### config.mk
export PLATFORM = sky130hd
export DESIGN_NAME = serial_frame_receiver
export DESIGN_NICKNAME = d
export VERILOG_FILES = /design/src/sv/sfr_pkg.sv /design/src/sv/sfr_parser.sv /design/src/sv/serial_frame_receiver.sv
export SDC_FILE = /design/constraint.sdc
export NUM_CORES = 1
export LEC_CHECK = 0
export BUFFER_PORTS_ARGS = -buffer_cell sky130_fd_sc_hd__buf_2
export CAP_MARGIN = 30
export CORE_UTILIZATION = 55
export DETAILED_ROUTE_END_ITERATION = 16
export PLACE_DENSITY = 0.76
export RECOVER_POWER = 100
export SLEW_MARGIN = 30
export SYNTH_ARGS = -nofsm -noshare
export SYNTH_HDL_FRONTEND = slang
export SYNTH_HIERARCHICAL = 1
export SYNTH_SLANG_ARGS = --single-unit
### constraint.sdc
create_clock -name clk -period 3.9 [get_ports clk]
set_input_delay 0.39 -clock clk [delete_from_list [all_inputs] [get_ports clk]]
set_output_delay 0.39 -clock clk [all_outputs]
set_load 0.01 [all_outputs]
### src/sv/sfr_pkg.sv
`timescale 1ns / 1ps

package sfr_pkg;

  typedef enum logic [1:0] {
    REQ_BYTE = 2'd0,
    REQ_POLL = 2'd1,
    REQ_READ = 2'd2,
    REQ_NONE = 2'd3
  } req_t;

  typedef enum logic [1:0] {
    PH_WAIT = 2'd0,
    PH_DATA = 2'd1,
    PH_END  = 2'd2
  } phase_t;

  localparam logic REG_FRAME_MODE     = 1'b0;
  localparam logic REG_PAYLOAD_LENGTH = 1'b1;

  localparam logic MODE_BINARY = 1'b0;

  localparam logic [7:0] BIN_START  = 8'hFF;
  localparam logic [7:0] BIN_END    = 8'hFE;
  localparam logic [7:0] TEXT_START = 8'h40;
  localparam logic [7:0] TEXT_CR    = 8'h0D;
  localparam logic [7:0] TEXT_LF    = 8'h0A;

  typedef struct packed {
    logic       en;
    logic [6:0] addr;
    logic [7:0] data;
  } store_wr_t;

  typedef struct packed {
    logic       ready_flag;
    logic [6:0] done_length_next;
  } parse_status_t;

endpackage

### src/sv/sfr_parser.sv
`timescale 1ns / 1ps

module sfr_parser #(
  parameter int BUF_DEPTH = 64
) (
  input  logic                  clk,
  input  logic                  rst,
  input  logic                  step,
  input  sfr_pkg::req_t         req_type,
  input  logic [7:0]            rx_byte,
  input  logic                  frame_mode,
  input  logic [6:0]            payload_length,
  output sfr_pkg::store_wr_t    wr,
  output sfr_pkg::parse_status_t status
);
  import sfr_pkg::*;

  localparam int CAP = (BUF_DEPTH < 127) ? BUF_DEPTH : 127;
  localparam logic [6:0] CAP_W = 7'(CAP);

  phase_t     phase;
  phase_t     phase_next;
  logic [6:0] write_count;
  logic [6:0] write_count_next;
  logic       ready_flag;
  logic       ready_flag_next;
  logic [6:0] done_length;
  logic [6:0] done_length_next;

  logic       byte_step;
  logic [6:0] need;
  logic [6:0] count_after;

  assign byte_step = step && (req_type == REQ_BYTE);

  always_comb begin
    if (payload_length == 7'd0) begin
      need = 7'd1;
    end else if (payload_length > CAP_W) begin
      need = CAP_W;
    end else begin
      need = payload_length;
    end
  end

  // Store write for the current byte.
  always_comb begin
    wr.addr = write_count;
    wr.data = rx_byte;
    wr.en   = 1'b0;
    case (phase)
      PH_DATA: begin
        wr.en = byte_step && (write_count < CAP_W) &&
                ((frame_mode == MODE_BINARY) || (rx_byte != TEXT_CR));
      end
      default: begin
        wr.en = 1'b0;
      end
    endcase
  end

  assign count_after = wr.en ? (write_count + 7'd1) : write_count;

  always_comb begin
    phase_next       = phase;
    write_count_next = count_after;
    ready_flag_next  = ready_flag;
    done_length_next = done_length;
    if (step && (req_type == REQ_POLL)) begin
      ready_flag_next = 1'b0;
    end
    if (byte_step) begin
      case (phase)
        PH_DATA: begin
          if (frame_mode == MODE_BINARY) begin
            if (count_after >= need) begin
              phase_next = PH_END;
            end
          end else if (rx_byte == TEXT_CR) begin
            phase_next = PH_END;
          end
        end
        PH_END: begin
          if (((frame_mode == MODE_BINARY) && (rx_byte == BIN_END)) ||
              ((frame_mode != MODE_BINARY) && (rx_byte == TEXT_LF))) begin
            phase_next       = PH_WAIT;
            ready_flag_next  = 1'b1;
            done_length_next = write_count;
          end
        end
        default: begin
          phase_next = PH_WAIT;
          if (((frame_mode == MODE_BINARY) && (rx_byte == BIN_START)) ||
              ((frame_mode != MODE_BINARY) && (rx_byte == TEXT_START) && !ready_flag)) begin
            phase_next       = PH_DATA;
            write_count_next = 7'd0;
          end
        end
      endcase
    end
  end

  always_ff @(posedge clk) begin
    if (rst) begin
      phase       <= PH_WAIT;
      write_count <= 7'd0;
      ready_flag  <= 1'b0;
      done_length <= 7'd0;
    end else begin
      phase       <= phase_next;
      write_count <= write_count_next;
      ready_flag  <= ready_flag_next;
      done_length <= done_length_next;
    end
  end

  assign status.ready_flag       = ready_flag;
  assign status.done_length_next = done_length_next;

  a_count_in_range: assert property (@(posedge clk) disable iff (rst)
    write_count <= CAP_W)
    else $error("write count beyond capacity");

  a_write_advances: assert property (@(posedge clk) disable iff (rst)
    wr.en |=> write_count == $past(write_count) + 7'd1)
    else $error("store write did not advance the count");

  a_flag_from_end: assert property (@(posedge clk) disable iff (rst)
    $rose(ready_flag) |-> $past(phase) == PH_END)
    else $error("ready flag set outside the end marker phase");

  a_frame_starts_empty: assert property (@(posedge clk) disable iff (rst)
    (phase == PH_DATA && $past(phase) == PH_WAIT) |-> write_count == 7'd0)
    else $error("frame started with a nonzero count");

endmodule

### src/sv/serial_frame_receiver.sv
`timescale 1ns / 1ps

// Channel   Direction  Contents
// s_*       in         tuser: req_type; tdata: rx_byte, read_index
// m_*       out        tdata: frame_ready, frame_length, read_data
// apb       in/out     frame_mode at 0x0, payload_length at 0x4
//
// One transaction per cycle unless backpressure stalls; each result is registered the cycle after its input.
// The frame state and the store are updated at the input handshake edge.
// The output register holds a result under backpressure while s_tready
// follows m_tready. Reset is synchronous; the store needs no clearing.

module serial_frame_receiver #(
  parameter int BUF_DEPTH = 64
) (
  input  logic        clk,
  input  logic        rst,
  input  logic        s_tvalid,
  output logic        s_tready,
  input  logic [15:0] s_tdata,   // [7:0] rx_byte, [13:8] read_index, [15:14] zero
  input  logic [1:0]  s_tuser,   // [1:0] req_type
  output logic        m_tvalid,
  input  logic        m_tready,
  output logic [15:0] m_tdata,   // [0] frame_ready, [7:1] frame_length, [15:8] read_data
  input  logic        psel,
  input  logic        penable,
  input  logic        pwrite,
  input  logic [2:0]  paddr,
  input  logic [31:0] pwdata,
  output logic [31:0] prdata,
  output logic        pready
);
  import sfr_pkg::*;

  localparam int AW = $clog2(BUF_DEPTH);

  logic          frame_mode;
  logic [6:0]    payload_length;
  logic          cfg_we;

  req_t          req_type;
  logic [7:0]    rx_byte;
  logic [5:0]    read_index;
  logic          accept;

  store_wr_t     wr;
  parse_status_t status;

  logic [7:0]    store [BUF_DEPTH];
  logic [7:0]    rd_q;
  logic          rd_en_q;
  logic          rdy_q;
  logic [6:0]    len_q;

  assign req_type   = req_t'(s_tuser);
  assign rx_byte    = s_tdata[7:0];
  assign read_index = s_tdata[13:8];

  assign s_tready = !m_tvalid || m_tready;
  assign accept   = s_tvalid && s_tready;

  assign pready = 1'b1;
  assign cfg_we = psel && penable && pwrite && pready;

  always_ff @(posedge clk) begin
    if (rst) begin
      frame_mode     <= 1'b0;
      payload_length <= 7'd8;
    end else if (cfg_we) begin
      case (paddr[2])
        REG_FRAME_MODE:     frame_mode     <= pwdata[0];
        REG_PAYLOAD_LENGTH: payload_length <= pwdata[6:0];
        default: begin
        end
      endcase
    end
  end

  always_comb begin
    case (paddr[2])
      REG_FRAME_MODE:     prdata = {31'd0, frame_mode};
      REG_PAYLOAD_LENGTH: prdata = {25'd0, payload_length};
      default:            prdata = 32'd0;
    endcase
  end

  sfr_parser #(
    .BUF_DEPTH(BUF_DEPTH)
  ) u_parser (
    .clk            (clk),
    .rst            (rst),
    .step           (accept),
    .req_type       (req_type),
    .rx_byte        (rx_byte),
    .frame_mode     (frame_mode),
    .payload_length (payload_length),
    .wr             (wr),
    .status         (status)
  );

  always_ff @(posedge clk) begin
    if (wr.en) begin
      store[AW'(wr.addr)] <= wr.data;
    end
  end

  always_ff @(posedge clk) begin
    if (accept) begin
      rd_q <= store[AW'(read_index)];
    end
  end

  always_ff @(posedge clk) begin
    if (accept) begin
      rdy_q   <= (req_type == REQ_POLL) && status.ready_flag;
      len_q   <= status.done_length_next;
      rd_en_q <= (req_type == REQ_READ) && (32'(read_index) < BUF_DEPTH);
    end
  end

  always_ff @(posedge clk) begin
    if (rst) begin
      m_tvalid <= 1'b0;
    end else if (accept) begin
      m_tvalid <= 1'b1;
    end else if (m_tready) begin
      m_tvalid <= 1'b0;
    end
  end

  assign m_tdata = {(rd_en_q ? rd_q : 8'h00), len_q, rdy_q};

endmodule
==> results of run 1 <==
how the worst max path moves through the flow:
stage	from	endpoint	slack, ns
6_report	m_tvalid$_SDFFE_PP0P_	store[6][6]$_DFFE_PP_	0.35
5_1_grt	s_tdata[0]	u_parser/write_count[2]$_SDFF_PP0_	0.11
4_1_cts	m_tvalid$_SDFFE_PP0P_	u_parser/phase[0]$_SDFFE_PP0P_	0.46
3_5_place_dp	s_tdata[5]	u_parser/phase[0]$_SDFFE_PP0P_	0.24
3_3_place_gp	s_tdata[5]	u_parser/phase[0]$_SDFFE_PP0P_	0.35
2_1_floorplan	m_tready	u_parser/phase[0]$_SDFFE_PP0P_	0.009
cell families after synthesis:
group / synth area share, %
DFF: 73.5
and+or+nand+nor: 4.87
muxes: 15.8
buffers and inverters: 2.74
AOI/OAI and AO/OA: 2.47
adders and majority gates: 0.448
xor gates and xnor gates: 0.196
other: 0.0336
flip-flops by register name, indices dropped and copies added, names as in the netlist:
name,cells
store,512
rd_q,8
len_q,7
payload_length,7
u_parser/done_length,7
u_parser/write_count,7
u_parser/phase,2
frame_mode,1
m_tvalid,1
rd_en_q,1
rdy_q,1
u_parser/ready_flag,1
layer usage:
metal	global-route usage, %	vias to the layer above	routed length [µm]
li1	-	4774	-
met1	32.9	5680	18800
met2	35.9	538	21800
met3	4.41	81	4040
met4	7.57	0	1210
met5	0	-	0
area by class of cell:
| type | count | area, µm² |
|---|---|---|
| Sequential cell | 555 | 16400 |
| Fill cell | 2736 | 15300 |
| Multi-Input combinational cell | 515 | 5380 |
| Clock buffer | 68 | 1420 |
| Tap cell | 525 | 657 |
| Timing Repair Buffer | 112 | 574 |
| Clock inverter | 25 | 158 |
| Inverter | 9 | 33.8 |
cell usage in the layout, fill, tap and decap left out, drive strengths merged, types with 23 or more instances in the layout:
master  instances
buf            48
clkbuf        132
clkinv         23
conb           26
dfxtp          26
edfxtp        529
mux2i          30
mux4          136
nand2          37
nor2           84
worst max-delay path, stage by stage (launching register included):
cell      delay (ns)
dfxtp_1         0.32
nand2b_1        0.11
and2_0          0.18
or3b_2          0.50
nor3_2          0.35
buf_4           0.24
nor2b_1         0.26
nand3_1         0.38
clkbuf_1        0.25
nor2_1          0.12
clkbuf_1        0.48
power groups by stage:
stage               combinational [mW]  clock, mW  sequential (mW)
CTS                              0.556       4.81             6.54
global route                     0.584       5.02             6.54
floorplan                        0.387          0             6.67
detailed placement               0.554          0             6.67
finish                           0.546       4.74             6.55
global placement                 0.542          0             6.67
==> metrics, run 1 <==
Worst Hold Endpoint payload_length[3]$_SDFFE_PP1P_; drt via density 6.12; ranking of synthesized cells by area edfxtp_1 (71%), mux4_2 (13%), dfxtp_1 (2.3%); die height 203 µm; Async S/R FF share, synth 0%; Layout Nets 1,314; Reg2Reg Setup Slack 0.35 ns; Area growth syn-to-layout 10.3%; count of warnings emitted by yosys 6; post-cts gate resize count 0; pre-CTS setup slack 0.238 ns; RSZ-0062 raised after global routing false; #FFs+latches synth 555; Residual DRC 0; setup_tns 0 ns; Total Power 11.8 mW; Int Pwr 9.43 mW; f_max 282 MHz; worst r2r path cells 10; pwr dens 480 nW/µm²; FF-to-FF End store[6][6]$_DFFE_PP_; period utilization 91.0%; clock tree sinks 555; combinational power share 4.6%; Critical Path RT 4.11 ns; switch share 20.3%; Worst Path Class, Setup flip-flop to flip-flop; Leak 7.85 nW; Buffers on Ports 55; violated checks capacitance limit, slew limit; Util after Layout 61.7%; Ant. Diodes 0; Max clock buf depth 3; Max IR drop VDD 348 µV; total grt overflow 0; crit path launch type flip-flop; crit path max fanout 8; drt pass-1 iters 5; hold_sp pwdata[3]; final worst slack 0.350 ns; Skew-Pair Late Insertion Delay 0.58 ns; switching power total 2.41 mW; clock share of power 40.1%; Synth Flop Type edfxtp_1; CTS clock-pin slew for the worst setup and hold paths 0.06 ns; worst rel slew slack -110%; # Post-CTS Setup Buffers 0; largest net degree at the start of global routing 69; Initial Util 55.9%; Total Routing Usage GR 22.9%; Yosys top cell by area edfxtp_1; post-route design area 24,600 µm²; hold_ws 0.0405 ns; non-filler cells, final 1,809; cts hold-fix bufs 0; minimum clock period 3.55 ns; reg2reg start m_tvalid$_SDFFE_PP0P_; Max Transition Viols Final 68; Mapped Area 22,300 µm²; CP Capture Type flip-flop; Clock Tree Root clkbuf_16; measured slew at the worst slew-check pin 3.15 ns; Worst Path Arrival 3.76 ns; CTS buffer count 53; first-pass GRT wire length 69,200 µm; Post-DP Area 23,300 µm²; DP HPWL 27,500 µm; share of layout cells above drive strength 1 20.2%; status complete, but fails checks; initial antenna violation count 1; Fin. Hold Viols 0; # H-tree levels 2; vias 11,073; Core Region 39,900 µm²; post-synth top area share 71.1%; worst hold path type primary input to flip-flop; Mapped Cells 1,146; die area 41,400 µm²; register area share after synthesis 73.5%; count leader, synth edfxtp_1; MaxCap Viol Count 1; Rows 73; drt first-iter violations 1,013; width of the die 203 µm; Placer Congestion 0.902; placed insts 1,716; Avg Synthesized Cell Area 19.5 µm²; antenna-violating nets left 0; WL final 45,800 µm; drt wl/cell 25.3 µm; # IOs 111; CTS tree built; Commonest cells post-synth edfxtp_1 (529), mux4_2 (131), nor2_1 (84); Final setup viols 0; Flop pwr share 55.3%; unique cell type count in the Yosys netlist 56; number of global-route vias before repair 11,116; Post-Route Skew 0.00949 ns; Hold Path Depth 3; number of synthesized flops with an enable pin 529
Note: power is estimated with default switching activity, not from simulation.
==> run 2, diff against run 1 <==
--- a/config.mk
+++ b/config.mk
@@ -7,9 +7,10 @@
 export LEC_CHECK = 0
 export BUFFER_PORTS_ARGS = -buffer_cell sky130_fd_sc_hd__buf_2
 export CAP_MARGIN = 30
-export CORE_UTILIZATION = 55
+export CORE_UTILIZATION = 57
+export CTS_BUF_LIST = sky130_fd_sc_hd__clkbuf_2
 export DETAILED_ROUTE_END_ITERATION = 16
-export PLACE_DENSITY = 0.76
+export PLACE_DENSITY = 0.78
 export RECOVER_POWER = 100
 export SLEW_MARGIN = 30
 export SYNTH_ARGS = -nofsm -noshare
==> run 2 against run 1 <==
Against the previous run: the run ends with DRC, capacitance limit, slew limit left; via count increased by 6.8%; register-to-register slack better by 0.05 ns; die area fell by 3.5%; clock skew grew 0.042 ns; sequential power hardly changed; routed wire length up 2.2%; setup slack better by 0.046 ns; total power shrank 9.1%; count of clock-buffer cells in the layout rose by 116; cell count is 9.0% higher.
==> metrics, run 2 (same netlist as run 1, synthesis figures left out) <==
Initial Util 57.8%; FF-to-FF End u_parser/phase[0]$_SDFFE_PP0P_; crit path launch type flip-flop; status complete, but fails checks; Reg2Reg Setup Slack 0.40 ns; share of layout cells above drive strength 1 26.9%; initial antenna violation count 2; hold_sp s_tdata[7]; vias 11,828; minimum clock period 3.50 ns; Hold Path Depth 2; clock tree sinks 555; WL final 46,800 µm; CTS clock-pin slew for the worst setup and hold paths 0.12 ns; Area growth syn-to-layout 10.2%; Leak 8.14 nW; drt via density 6.00; final worst slack 0.396 ns; worst r2r path cells 11; Residual DRC 1; worst path bufs/invs 0; Skew-Pair Late Insertion Delay 1.02 ns; Total Routing Usage GR 24.7%; pre-CTS setup slack 0.255 ns; die height 200 µm; total grt overflow 0; hold_ws 0.0694 ns; cts hold-fix bufs 37; number of fill cells in the layout 2,634; crit path cell chain or4b_4 > o31ai_1 > nor3_2 > a41o_1 > ha_1 > a211oi_1 > nand2_1 > a311o_1 > a211oi_2 > a221oi_1 > mux2_1; measured slew at the worst slew-check pin 3.21 ns; number of global-route vias before repair 12,311; crit path max fanout 5; setup_tns 0 ns; first-pass GRT wire length 70,800 µm; slowest cell on the critical path or4b_4; Placer Congestion 0.857; RSZ-0062 raised after global routing false; DP HPWL 27,800 µm; violated checks DRC, capacitance limit, slew limit; period utilization 89.8%; drt wl/cell 23.8 µm; CP delay by family, top compound AO/OA/AOI/OAI gates; Worst Path Class, Setup flip-flop to flip-flop; post-cts gate resize count 0; # IOs 111; # Post-CTS Setup Buffers 0; antenna-violating nets left 0; Buffers on Ports 55; Max clock buf depth 3; Max IR drop VDD 291 µV; MaxCap Viol Count 1; Worst Path Arrival 4.41 ns; largest net degree at the start of global routing 69; CTS buffer count 135; Largest Register store; worst rel slew slack -114%; Max Transition Viols Final 68; f_max 285 MHz; Fin. Hold Viols 0; Layout Nets 1,432; max FFs per register 512; # H-tree levels 4; die area 40,000 µm²; pwr dens 437 nW/µm²; CP max stage delay 0.48 ns; Critical Path RT 4.81 ns; Rows 72; reg2reg start frame_mode$_SDFFE_PP0P_; Final setup viols 0; worst hold path type primary input to flip-flop; drt pass-1 iters 11; commonest non-fill, non-tap cell in the layout edfxtp_1; Core Region 38,600 µm²; Largest regs store x512, rd_q x8; Clock Tree Root clkbuf_2; Post-Route Skew 0.0516 ns; CP Capture Type flip-flop; CTS tree built; Worst Hold Endpoint store[59][7]$_DFFE_PP_; width of the die 200 µm; drt first-iter violations 1,135; most frequent cells in the layout edfxtp_1 (529), clkbuf_2 (185), mux4_2 (131), nor2_1 (84), clkbuf_1 (58); Util after Layout 63.7%
[run 2: layout make-up]
| cell class | instances | area (µm²) | share of cell area [%] |
|---|---|---|---|
| multi-input combinational | 515 | 5370 | 21.8 |
| sequential | 555 | 16400 | 66.7 |
| antenna | 1 | 2.50 | 0.0102 |
| inverter | 9 | 33.8 | 0.137 |
| clock buffer | 184 | 921 | 3.74 |
| clock inverter | 41 | 239 | 0.971 |
| tap | 518 | 648 | 2.63 |
| timing repair buffer | 148 | 985 | 4.00 |
[run 2: metal layers]
layer | track usage [%] | vias up | share of wire, %
met5 | 0 | - | 0.028
met4 | 9.30 | 2 | 2.3
met3 | 6.57 | 102 | 9.2
met2 | 38.8 | 641 | 48
met1 | 33.7 | 5975 | 40
li1 | - | 5108 | -
[run 2: how the worst max path moves through the flow]
| stage | startpoint | end | slack, ns | cells past startpoint |
|---|---|---|---|---|
| after floorplan | m_tready | u_parser/phase[0]$_SDFFE_PP0P_ | 0.009 | 11 |
| after global placement | s_tdata[5] | u_parser/phase[0]$_SDFFE_PP0P_ | 0.34 | 12 |
| after detailed placement | s_tdata[5] | u_parser/phase[0]$_SDFFE_PP0P_ | 0.25 | 12 |
| after CTS | frame_mode$_SDFFE_PP0P_ | u_parser/phase[0]$_SDFFE_PP0P_ | 0.48 | 11 |
| after global routing | m_tvalid$_SDFFE_PP0P_ | u_parser/phase[0]$_SDFFE_PP0P_ | 0.24 | 12 |
| final | frame_mode$_SDFFE_PP0P_ | u_parser/phase[0]$_SDFFE_PP0P_ | 0.40 | 11 |
[run 2: where the power goes]
group	leakage (nW)	internal (mW)	switching, mW
clock	0.891	1.47	2.18
sequential	4.98	6.53	0.00713
combinational	2.27	0.225	0.347
total	8.14	8.22	2.53
[run 2: metrics by stage]
stage | cell area (µm²) | power [mW] | std cells
floorplan | 22400 | 7.06 | 1170
global placement | 23300 | 7.22 | 1708
detailed placement | 23300 | 7.23 | 1708
CTS | 24800 | 10.8 | 1970
global route | 24600 | 11.2 | 1971
finish | 24600 | 10.8 | 1971
==> run 3, diff against run 2 <==
--- a/config.mk
+++ b/config.mk
@@ -7,10 +7,12 @@
 export LEC_CHECK = 0
 export BUFFER_PORTS_ARGS = -buffer_cell sky130_fd_sc_hd__buf_2
 export CAP_MARGIN = 30
-export CORE_UTILIZATION = 57
+export CELL_PAD_IN_SITES_DETAIL_PLACEMENT = 0
+export CELL_PAD_IN_SITES_GLOBAL_PLACEMENT = 2
+export CORE_UTILIZATION = 45
 export CTS_BUF_LIST = sky130_fd_sc_hd__clkbuf_2
 export DETAILED_ROUTE_END_ITERATION = 16
-export PLACE_DENSITY = 0.78
+export PLACE_DENSITY_LB_ADDON = 0.1
 export RECOVER_POWER = 100
 export SLEW_MARGIN = 30
 export SYNTH_ARGS = -nofsm -noshare
==> run 3 against run 2 <==
Against the previous run: the run now ends clean; clock power grew 9.3%; count of clock-buffer cells in the layout grew 30; critical path depth shrank 3; clock skew grew 0.011 ns; worst hold slack gained 0.17 ns; setup slack lost 0.044 ns; register-to-register slack lost 0.04 ns; critical path type unchanged; highest routed layer is now met4.
==> metrics, run 3 (same netlist as run 1, synthesis figures left out) <==
crit path launch type flip-flop; Largest Register store; FF-to-FF End store[22][3]$_DFFE_PP_; die height 225 µm; CP Capture Type flip-flop; die area 50,500 µm²; Placer Congestion 0.757; CTS clock-pin slew for the worst setup and hold paths 0.10 ns; reg2reg start m_tvalid$_SDFFE_PP0P_; Largest regs store x512, rd_q x8; Max clock buf depth 3; Rows 81; drt wl/cell 23.8 µm; first-pass GRT wire length 75,600 µm; Worst Hold Endpoint payload_length[3]$_SDFFE_PP1P_; CTS tree built; RSZ-0062 raised after global routing false; setup_tns 0 ns; Total Routing Usage GR 21.1%; Worst Path Arrival 4.40 ns; Post-DP Area 23,300 µm²; commonest non-fill, non-tap cell in the layout edfxtp_1; Leak 8.28 nW; Area growth syn-to-layout 12.3%; most frequent cells in the layout edfxtp_1 (529), clkbuf_2 (217), mux4_2 (131), nor2_1 (84), dlygate4sd3_1 (65); Hold Path Depth 5; Worst Path Class, Setup flip-flop to flip-flop; placed insts 1,830; Core Region 49,000 µm²; minimum clock period 3.55 ns; CTS buffer count 144; max FFs per register 512; drt first-iter violations 792; f_max 282 MHz; WL final 50,900 µm; clock tree sinks 555; DP HPWL 29,700 µm; Initial Util 45.6%; # IOs 111; Critical Path RT 4.75 ns; number of global-route vias before repair 12,054; post-route design area 25,100 µm²; initial antenna violation count 1; status complete, no violations; Layout Nets 1,445; Reg2Reg Setup Slack 0.35 ns; measured slew at the worst slew-check pin 1.23 ns; share of layout cells above drive strength 1 28.5%; Skew-Pair Late Insertion Delay 1.26 ns; hold_sp pwrite; width of the die 225 µm; Clock Tree Root clkbuf_2; vias 11,455; Fin. Hold Viols 0; drt pass-1 iters 7; worst hold path type primary input to flip-flop; antenna-violating nets left 0; Final setup viols 0; total grt overflow 0; crit path max fanout 11; pwr dens 443 nW/µm²; drt via density 5.36; Max IR drop VDD 219 µV; Util after Layout 51.2%; period utilization 91.0%; # H-tree levels 4; worst rel slew slack 18.2%; Max Transition Viols Final 0; MaxCap Viol Count 0; Residual DRC 0; non-filler cells, final 2,138; worst r2r path cells 8; largest net degree at the start of global routing 69; Buffers on Ports 55; Post-Route Skew 0.0625 ns; hold_ws 0.241 ns
## run 3: changes by cell type in the layout (fill, tap and decap cells not counted), sizes merged
cell,before,now
buf,51,45
bufinv,3,4
clkbuf,244,256
clkinv,33,12
clkinvlp,0,5
diode,1,5
dlygate4sd3,37,65
inv,14,12
## run 3: cell type report
type | instances | area, µm²
Fill cell | 4178 | 23900
Sequential cell | 555 | 16400
Multi-Input combinational cell | 515 | 5370
Timing Repair Buffer | 152 | 1130
Clock buffer | 214 | 1070
Tap cell | 664 | 831
Clock inverter | 24 | 226
Inverter | 9 | 33.8
Antenna cell | 5 | 12.5
## run 3: worst max path at each step
stage               cells after the start                        endpoint                   from
floorplan                              11  u_parser/phase[0]$_SDFFE_PP0P_               m_tready
detailed placement                     15  u_parser/phase[0]$_SDFFE_PP0P_               m_tready
global placement                        9          store[22][3]$_DFFE_PP_               m_tready
global route                           14  u_parser/phase[0]$_SDFFE_PP0P_  m_tvalid$_SDFFE_PP0P_
finish                                  8          store[22][3]$_DFFE_PP_  m_tvalid$_SDFFE_PP0P_
CTS                                    14  u_parser/phase[0]$_SDFFE_PP0P_  m_tvalid$_SDFFE_PP0P_
## run 3: through the flow
step	worst slack, ns	total power, mW
finish	0.352	11.1
global route	0.135	11.6
CTS	0.408	11.3
detailed placement	0.285	7.24
global placement	0.283	7.24
floorplan	0.00875	7.06
## run 3: layer usage
layer  track usage (%)  part of all wire, %  wire (µm)
met1              27.5                   44      22300
met4              7.59                  1.8        909
met2              34.4                   50      25500
met3              5.53                  4.5       2280
met5                 0                    0          0
## run 3: critical path: stages (launching register included)
cell and delay (ns):
dfxtp_1 0.33, nand2b_1 0.11, and2_0 0.23, or3b_2 0.51, nor3_2 0.16, buf_4 0.21, nor2b_1 0.26, nand3_1 0.48
nor2_1 0.89
## run 3: power breakdown
group | switching [mW] | total, mW | internal, mW
Clock | 2.27 | 3.98 | 1.71
Combinational | 0.354 | 0.591 | 0.237
Sequential | 0.00645 | 6.53 | 6.53
## run 3: timing repair
item | CTS | global route
hold endpoints to repair | 572 | 0
setup buffers | 0 | 0
hold buffers | 65 | 0
endpoints found under the setup margin | 0 | 0
resized for setup | 0 | 0
